File: config.mk
export PLATFORM = sky130hd
export DESIGN_NAME = gle_ram
export DESIGN_NICKNAME = d
export VERILOG_FILES = /design/src/sv/gle_ram.sv
export SDC_FILE = /design/constraint.sdc
export NUM_CORES = 1
export LEC_CHECK = 0
export BUFFER_PORTS_ARGS = -buffer_cell sky130_fd_sc_hd__buf_2
export CAP_MARGIN = 20
export CORE_ASPECT_RATIO = 0.75
export CORE_MARGIN = 5
export CORE_UTILIZATION = 35
export CTS_CLUSTER_SIZE = 8
export DETAILED_ROUTE_END_ITERATION = 6
export PLACE_DENSITY = 0.57
export SYNTH_ARGS = -nofsm -noshare
export SYNTH_HDL_FRONTEND = slang
export SYNTH_SLANG_ARGS = --single-unit
export TNS_END_PERCENT = 20
File: constraint.sdc
create_clock -name clk -period 1.5 [get_ports clk]
set_input_delay 0.075 -clock clk [delete_from_list [all_inputs] [get_ports clk]]
set_output_delay 0.075 -clock clk [all_outputs]
set_load 0.005 [all_outputs]
File: src/sv/gle_ram.sv
// Generic single-write, single-read RAM with registered read data.
`default_nettype none

module gle_ram #(
	parameter int WIDTH = 8,
	parameter int DEPTH = 16,
	parameter int AW    = (DEPTH > 1) ? $clog2(DEPTH) : 1
) (
	input  wire logic             clk,
	input  wire logic             we,
	input  wire logic [AW-1:0]    waddr,
	input  wire logic [WIDTH-1:0] wdata,
	input  wire logic [AW-1:0]    raddr,
	output logic      [WIDTH-1:0] rdata
);

	logic [WIDTH-1:0] mem_q [DEPTH];

	always_ff @(posedge clk) begin
		if (we) begin
			mem_q[waddr] <= wdata;
		end
		rdata <= mem_q[raddr];
	end

endmodule

`default_nettype wire

; ---- Word-level counts from Yosys, hierarchy flattened
; Memories as Yosys holds them, arrays and structs flattened. A register that Yosys moved wholly into a read port is not among the register bits.
; Cells that the tools add are included.
[op_classes]
muxes = 2
[op_table]
columns = operator, n
row1 = $mux W1, 2
[word_totals]
ff_bits = 0
ramBits = 128
input_bits = 18
mem_count = 1
[mem_list]
columns = name, words, word_bits, rd, rd_ports_with_merged_regs, write_ports, line_no
row1 = mem_q, 16, 8, 1, 1, 1, 17  ; logic [WIDTH-1:0] mem_q [DEPTH];

; ---- Depth between registers and ports, before layout
; Gate-level depths: netlist (run 1).
[depth]
ltp_word = 2
ltp_mapped = 5
depth_no_buf = 3

; ---- Worst setup path after synthesis (run 1)
; No wires, ideal clock.
[synth_timing]
path_type = input to register
startpoint = in waddr[2]
endpoint = mem mem_q[0][0] (enable)
required_time_ns = 1.117
t_arrival_ns = 1.185
slack_ns = -0.068
path_stages = 2
setup_time_ns = 0.383
cell_sequence = or3b_2 nor3_1
[synth_lines]
columns = element, line_no
row1 = start: declaration, 11  ; input wire logic [AW-1:0] waddr,
row2 = end: declaration, 17
; No word-level cell before the write port.

==> flow_summary.ini, run 1 <==
[timing]
slew_violations = 0
finalSetupViolations = 0
skew_ps = 9.589
fin_crit_sh_pct = 90.82
tns_ps = 0
hold_viol = 0
period_needed_ps = 1362
slew_headroom_pct = 42.97
rsz0062_at_grt = false
clock.fmax_mhz = 734.0
finalWorstSetupSlack_ps = 137.6
worstMarginPinSlew_ps = 853.6

[setup_path]
r2r_setup_slack_ps = 140
cp_max_fo = 1
path_cells = mux4_1 -> a22oi_2 -> nand2_1
cp-end-kind = flip-flop
crit_path_start_kind = flip-flop
crit_required_ps = 1780
reg2reg_depth = 3
cpMaxStageDelayCell = mux4_1
r2r-end = rdata[4]
critPathMaxStageDelay_ps = 530
worstPathArrival_ps = 1640
critPathTopFamily = multiplexers
crit_type = reg2reg
critPathBufInv = 0
crit_start = mem_q[9][4]
rr_startpoint = mem_q[9][4]

[placement]
place_hpwl_mm = 6.740
gp_congestion = 0.7956
pre_cts_slack_ps = 1.017
dp_cells = 464
port_buffers = 25

[global_routing]
antenna_found_initial = 0
first_global_vias = 2594
grt_util_all_layers_pct = 13.31
grt-ovfl-total = 0
grt_max_degree = 33
grt_pass1_wl_mm = 16.30

[cts]
clk_latency_ps = 410
numCtsBuffers = 17
cts-root-buf = clkbuf_16
cts_max_level = 4
ctsHoldBuffers = 0
clk_pin_slew_ps = 60
ctsResizeCount = 0
cts_tree = built
cts_setup_buffers = 0
clockBufferDepth = 2
clock_sinks = 136

[logic_synthesis]
post-synth-top-area-cell = edfxtp_1
synthFlopType = edfxtp_1
synthesis.area_um2 = 5147
synth.avg_cell_area_um2 = 22.48
seq_area_frac_synth_pct = 77.78
synth_fp_nets = 247
yosysMostFrequentCell = edfxtp_1
synth_seq_cells = 136
async_reset_ff_share_pct = 0
synthTopCellsByArea = edfxtp_1 75%, mux4_2 7.9%, mux4_1 7.1%, dfxtp_1 3.1%, a22oi_1 2.3%
ys_types = 19
ys_warn_count = 0
synth_edf_count = 128
synth_cells = 229
synth_top_area_share_pct = 74.67
synth_common_cells = 128 x edfxtp_1, 18 x mux4_2, 16 x a22oi_1

[floorplanning]
io_pins = 26
num_rows = 38
die_area_um2 = 17260
dieHeight_um = 115.0
core_um2 = 14450
initial_utilization_pct = 35.61
die_w_um = 150.0

[finish]
num-fill-cells = 1264
drive_gt1_share_pct = 30.07
layout.cells.non_filler = 496
diodes = 0
area_growth_syn_to_layout_pct = 20.95
multi_input_area_um2 = 1067
register_area_um2 = 4004
final_nets = 301

[detailed_routing]
dr.pass1.iters = 4
drc = 0
routed_wl_mm = 10.60
ant_nets = 0
routed_via_density = 4.915
drtIter0Drc = 172
routedWlPerCell_um = 21.38
num_vias = 2438

[worst_hold_path]
worstHoldPathType = in2reg
hold_start = wdata[0]
hold_path_end = mem_q[11][0]
whs_path_depth = 1

[outcome]
outcome = finished, final reports clean

[flow_run]
maxCapViolCount = 0

[power]
ir_drop_mv = 0.5717
leakagePower_uw = 0.002099
power_density_nw_per_um2 = 1422
[final cells by class]
| class | instances | share of cell area [%] |
|---|---|---|
| sequential | 136 | 64.31 |
| multi-input combinational | 83 | 17.14 |
| clock buffer | 19 | 6.953 |
| timing repair buffer | 45 | 5.024 |
| tap | 200 | 4.019 |
| clock inverter | 13 | 2.552 |
[per-stage QoR]
| stage | cell area, um^2 | util (%) | total power [uW] | hold slack [ps] |
|---|---|---|---|---|
| 2_1_floorplan | 5152 | - | 4563 | 173.9 |
| 3_3_place_gp | 5629 | 38.95 | 4760 | 460.8 |
| 3_5_place_dp | 5629 | 38.95 | 4769 | 451.3 |
| 4_1_cts | 6221 | 43.04 | 8937 | 46.03 |
| 5_1_grt | 6226 | 43.07 | 9137 | 56.83 |
| 6_report | 6226 | 43.07 | 8853 | 54.95 |
[report_power, final]
part / internal (uW) / total, uW / switching, uW
clock: 2730 / 4170 / 1440
combinational: 176 / 403 / 227
sequential: 4250 / 4280 / 29.2
[registers in the layout (all words and copies together) (netlist names)]
signal and flops:
mem_q 128, rdata 8
[cells in the final DEF, fill, tap and decap left out]
| cell type | instances |
|---|---|
| nand2b_1 | 2 |
| bufinv_16 | 4 |
| edfxtp_1 | 128 |
| clkbuf_1 | 2 |
| clkinv_1 | 7 |
| a22oi_1 | 15 |
| nand3_1 | 1 |
| nor3_1 | 3 |
| clkbuf_16 | 17 |
| nor3_2 | 1 |
| buf_12 | 3 |
| clkinvlp_4 | 1 |
| nand2_1 | 9 |
| mux4_2 | 18 |
| and2b_1 | 1 |
| mux4_1 | 14 |
| dfxtp_1 | 8 |
| clkinv_2 | 1 |
| buf_2 | 25 |
| nor2b_1 | 1 |
| nand3b_1 | 2 |
| buf_4 | 17 |
| or3b_2 | 1 |
| a22oi_2 | 1 |
| nor2_1 | 13 |
| and2_1 | 1 |
[layer usage]
metal	part of all wire, %	global-route usage [%]
met5	0	0
met4	0.43	4.631
met3	8.9	3.467
met2	46	18.60
met1	44	20.18
[worst max path at each step]
stage,cells past startpoint,slack [ps],end
after CTS,3,80,rdata[4]
after global placement,5,20,rdata[4]
final,3,140,rdata[4]
after detailed placement,5,1,rdata[4]
after global routing,3,60,rdata[4]
after floorplan,2,160,mem_q[3][0]
[worst reg2reg max path, cell delays in order (launching register included)]
cell      delay, ps
edfxtp_1        370
mux4_1          530
a22oi_2         250
nand2_1          80
[logic make-up after synthesis]
family,synth area share (%)
flops,77.78
buf+inv,1.677
mux,15.02
simple gates,3.184
compound gates,2.334
(Power assumes the default switching activity.)
==> run 2, diff against run 1 <==
Settings changed: CTS_BUF_LIST set to sky130_fd_sc_hd__clkbuf_8.
==> run 2 against run 1 <==
Effect of this change:
- routed wire length decreased by 1.2%
- die area is the same
- critical path depth did not move
- non-clock buffer count stayed put
- design area shrank 3.2%
- register-to-register slack is essentially flat
- worst setup slack got worse by 2.9 ps
- largest power group unchanged
- sequential share of layout area grew 2.1 points
- combinational power barely moved
==> flow_summary.ini, run 2 (synthesized netlist as in run 1, its figures left out) <==
[floorplanning]
dieHeight_um = 115.0
num_rows = 38
die_area_um2 = 17260
die_w_um = 150.0
initial_utilization_pct = 35.61
core_um2 = 14450
io_pins = 26

[outcome]
outcome = finished, final reports clean

[power]
power_density_nw_per_um2 = 1281
ir_drop_mv = 0.5174
leakagePower_uw = 0.002020

[cts]
cts_setup_buffers = 0
clock_sinks = 136
ctsHoldBuffers = 0
clk_pin_slew_ps = 70
cts_max_level = 4
clockBufferDepth = 2
ctsResizeCount = 0
cts_tree = built
clk_latency_ps = 420
numCtsBuffers = 17
cts-root-buf = clkbuf_8

[finish]
drive_gt1_share_pct = 29.73
area_growth_syn_to_layout_pct = 17.14
final_nets = 301
biggestRegsByFlops = mem_q (128), rdata (8)
diodes = 0
largest_reg_flops = 128
layout.cells.non_filler = 496
regMostFlops = mem_q
final_common_cell = edfxtp_1
mostFrequentLayoutCells = 128 x edfxtp_1, 25 x buf_2, 18 x mux4_2

[worst_hold_path]
worstHoldPathType = in2reg
hold_start = wdata[0]
hold_path_end = mem_q[5][0]
whs_path_depth = 1

[placement]
dp_cells = 464
port_buffers = 25
place_hpwl_mm = 6.740
gp_congestion = 0.7956

[detailed_routing]
num_vias = 2453
routed_via_density = 4.946
routedWlPerCell_um = 21.13
ant_nets = 0
drc = 0
dr.pass1.iters = 5
drtIter0Drc = 148
routed_wl_mm = 10.48

[global_routing]
grt_pass1_wl_mm = 16.13
grt-ovfl-total = 0
antenna_found_initial = 0
grt_max_degree = 33
first_global_vias = 2559
grt_util_all_layers_pct = 13.10

[timing]
hold_viol = 0
finalSetupViolations = 0
slew_headroom_pct = 43.71
clock.fmax_mhz = 732.5
slew_violations = 0
tns_ps = 0
skew_ps = 9.226
fin_crit_sh_pct = 91.02
rsz0062_at_grt = false
worstMarginPinSlew_ps = 842.6
period_needed_ps = 1365

[setup_path]
worstPathArrival_ps = 1660
crit_type = reg2reg
rr_startpoint = mem_q[8][4]
reg2reg_depth = 3
r2r_setup_slack_ps = 130
crit_required_ps = 1800
r2r-end = rdata[4]
cp_max_fo = 1
cp-end-kind = flip-flop
crit_path_start_kind = flip-flop

[flow_run]
maxCapViolCount = 0
-- run 2: cell types whose count changed in the layout (fill, tap and decap cells not counted) --
| cell | delta |
|---|---|
| a22oi_1 | +1 |
| clkbuf_1 | -2 |
| clkbuf_16 | -17 |
| a22oi_2 | -1 |
| inv_1 | +2 |
| clkbuf_8 | +17 |
-- run 2: layout make-up --
| class | instances | area, um^2 |
|---|---|---|
| Sequential cell | 136 | 4004 |
| Clock buffer | 17 | 234.0 |
| Timing Repair Buffer | 45 | 312.8 |
| Clock inverter | 15 | 166.4 |
| Fill cell | 1280 | 8424 |
| Multi-Input combinational cell | 83 | 1062 |
| Tap cell | 200 | 250.2 |
-- run 2: worst max path at each step --
stage                            from           to  slack, ps  depth (start not counted)
after floorplan              waddr[2]  mem_q[3][0]        160                          2
after global placement       raddr[0]     rdata[4]         20                          5
after detailed placement     raddr[0]     rdata[4]          1                          5
after CTS                 mem_q[8][4]     rdata[4]        110                          3
after global routing      mem_q[9][4]     rdata[4]         60                          3
final                     mem_q[8][4]     rdata[4]        130                          3
-- run 2: through the flow --
stage	total power, uW	hold slack [ps]	instance area, um^2	util [%]	setup WS, ps
after floorplan	4563	173.9	5152	-	158.9
after global routing	7991	28.44	6030	41.72	61.89
after global placement	4760	460.8	5629	38.95	20.29
after detailed placement	4769	451.3	5629	38.95	1.017
final	7724	38.43	6030	41.72	134.8
after CTS	7796	28.13	6030	41.72	112.1
-- run 2: metal layers --
metal / vias to the layer above / track usage [%] / share of wire, %
li1: 1078 / - / -
met1: 1312 / 19.77 / 48
met2: 55 / 18.60 / 45
met3: 8 / 3.586 / 5.2
met4: 0 / 3.900 / 0.89
met5: - / 0 / 0
-- run 2: power breakdown --
group	total (uW)	switching, uW	internal, uW
registers	4270	28.0	4240
logic	403	228	175
clock network	3050	1290	1750
-- run 2: critical path: stages (launching register included) --
cell	delay, ps
edfxtp_1	370
mux4_1	490
a22oi_1	290
nand2_1	90
==> run 3, diff against run 2 <==
Settings changed: ABC_AREA set to 1, CORE_MARGIN 5 to 3.
==> run 3 against run 2 <==
Effect of this change:
- sequential power barely moved
- worst setup slack improved by 300 ps
- sequential share of layout area fell by 5.2 points
- synthesized cell count rose by 140%
- critical path type is now reg2out
==> flow_summary.ini, run 3 <==
[setup_path]
crit_path_start_kind = flip-flop
critPathBufInv = 1
cpMaxStageDelayCell = dfxtp_1
crit_required_ps = 1420
r2r_setup_slack_ps = 530
critPathMaxStageDelay_ps = 420
cp_max_fo = 1
worstPathArrival_ps = 990
critPathTopFamily = flip-flops
cp-end-kind = primary output
path_cells = buf_2
crit_type = reg2out

[logic_synthesis]
synth_fp_nets = 569
seq_area_frac_synth_pct = 69.43
synthesis.area_um2 = 5767
synth_seq_cells = 136
synth_common_cells = 173 x nand2_1, 128 x edfxtp_1, 100 x inv_1
synth_top_area_share_pct = 66.65
synthTopCellsByArea = edfxtp_1 67%, nand2_1 11%, nand3_1 8.4%, inv_1 6.5%, dfxtp_1 2.8%
post-synth-top-area-cell = edfxtp_1
ys_types = 12
synth_cells = 551
yosysMostFrequentCell = nand2_1
async_reset_ff_share_pct = 0
synth.avg_cell_area_um2 = 10.47
synth_edf_count = 128
synthFlopType = edfxtp_1
ys_warn_count = 0

[cts]
clk_pin_slew_ps = 70
cts_max_level = 4
ctsHoldBuffers = 0
clock_sinks = 136
numCtsBuffers = 17
cts_tree = built
cts_setup_buffers = 0
clockBufferDepth = 2
ctsResizeCount = 0
clk_latency_ps = 420
cts-root-buf = clkbuf_8

[placement]
place_hpwl_mm = 8.441
dp_cells = 780
placedInstanceArea_um2 = 6192
gp_congestion = 0.8494
port_buffers = 25

[floorplanning]
io_pins = 26
initial_utilization_pct = 36.82
core_um2 = 15660
dieHeight_um = 117.2
die_area_um2 = 18070
die_w_um = 154.2
num_rows = 39

[timing]
slew_violations = 0
clock.fmax_mhz = 937.7
holdWs_ps = 35.20
slew_headroom_pct = 71.80
hold_viol = 0
skew_ps = 11.68
worstMarginPinSlew_ps = 422.9
tns_ps = 0
period_needed_ps = 1066
rsz0062_at_grt = false
finalSetupViolations = 0
fin_crit_sh_pct = 71.10

[finish]
num-fill-cells = 1493
mostFrequentLayoutCells = 173 x nand2_1, 128 x edfxtp_1, 103 x inv_1
finalInstanceArea_um2 = 6546
regMostFlops = mem_q
area_growth_syn_to_layout_pct = 13.52
largest_reg_flops = 128
drive_gt1_share_pct = 12.19
diodes = 0
multi_input_area_um2 = 1214
biggestRegsByFlops = mem_q (128), rdata (8)
final_nets = 612
register_area_um2 = 4004
layout.cells.non_filler = 812
final_common_cell = nand2_1

[power]
leakagePower_uw = 0.002835
total_power_uw = 7519
power_density_nw_per_um2 = 1149
ir_drop_mv = 0.5712

[global_routing]
use_met2_pct = 21.83
first_global_vias = 3671
antenna_found_initial = 1
use_met1_pct = 23.97
grt_max_degree = 65
use_met3_pct = 3.712
grt.busiest_layer = met1
grt_pass1_wl_mm = 20.94
grt-ovfl-total = 0
grt_util_all_layers_pct = 15.54

[outcome]
outcome = finished, final reports clean

[detailed_routing]
routed_wl_mm = 13.34
drc = 0
num_vias = 3808
drtIter0Drc = 304
ant_nets = 0
routedWlPerCell_um = 16.43
dr.pass1.iters = 5
routed_via_density = 4.690

[flow_run]
maxCapViolCount = 0

[worst_hold_path]
worstHoldPathType = in2reg
-- run 3: cell count changes after synthesis, sizes merged, moves of 2 or more --
cell	previous run	this run
nand2	9	173
inv	0	102
nand3	1	97
mux4	32	0
buf	7	24
a22oi	16	0
nor2	13	17
nor3	4	0
clkdlybuf4s25	3	0
nand2b	2	0
-- run 3: final cells by class --
| cell class | count | area share [%] |
|---|---|---|
| clock buffer | 17 | 3.574 |
| clock inverter | 15 | 1.835 |
| inverter | 102 | 5.849 |
| multi-input combinational | 289 | 18.54 |
| sequential | 136 | 61.16 |
| tap | 205 | 3.918 |
| timing repair buffer | 48 | 5.122 |
-- run 3: final timing paths --
| kind | from | cells after the start | end |
|---|---|---|---|
| worst min-delay path | raddr[3] | 3 | rdata[1] |
| worst min register to register | mem_q[12][1] | 6 | rdata[1] |
| worst max-delay path | rdata[6] | 1 | rdata[6] |
| worst max register to register | mem_q[13][0] | 6 | rdata[0] |
-- run 3: cells by family after synthesis --
kind of cell	count (synthesis)	share of synthesized area (%)
and+or+nand+nor	289	21.05
DFF	136	69.43
buffers and inverters	126	9.525
-- run 3: metrics by stage --
step           util (%)  setup slack, ps
6_report          41.79            433.5
5_1_grt           41.79            386.5
4_1_cts           41.79            429.0
3_5_place_dp      39.53            313.6
3_3_place_gp      39.53            303.7
2_1_floorplan         -            474.2
-- run 3: power by group --
part	total, uW	internal, uW	switching [uW]
Clock	2730	1420	1310
Combinational	511	161	350
Sequential	4280	4240	37.3
-- run 3: routing by layer --
layer,share of wire (%),routed length (um),vias to the layer above
met2,41,5430,116
met3,6.5,864,19
met1,52,6871,1817
li1,-,-,1856
met5,0,0,-
met4,1.3,174,0
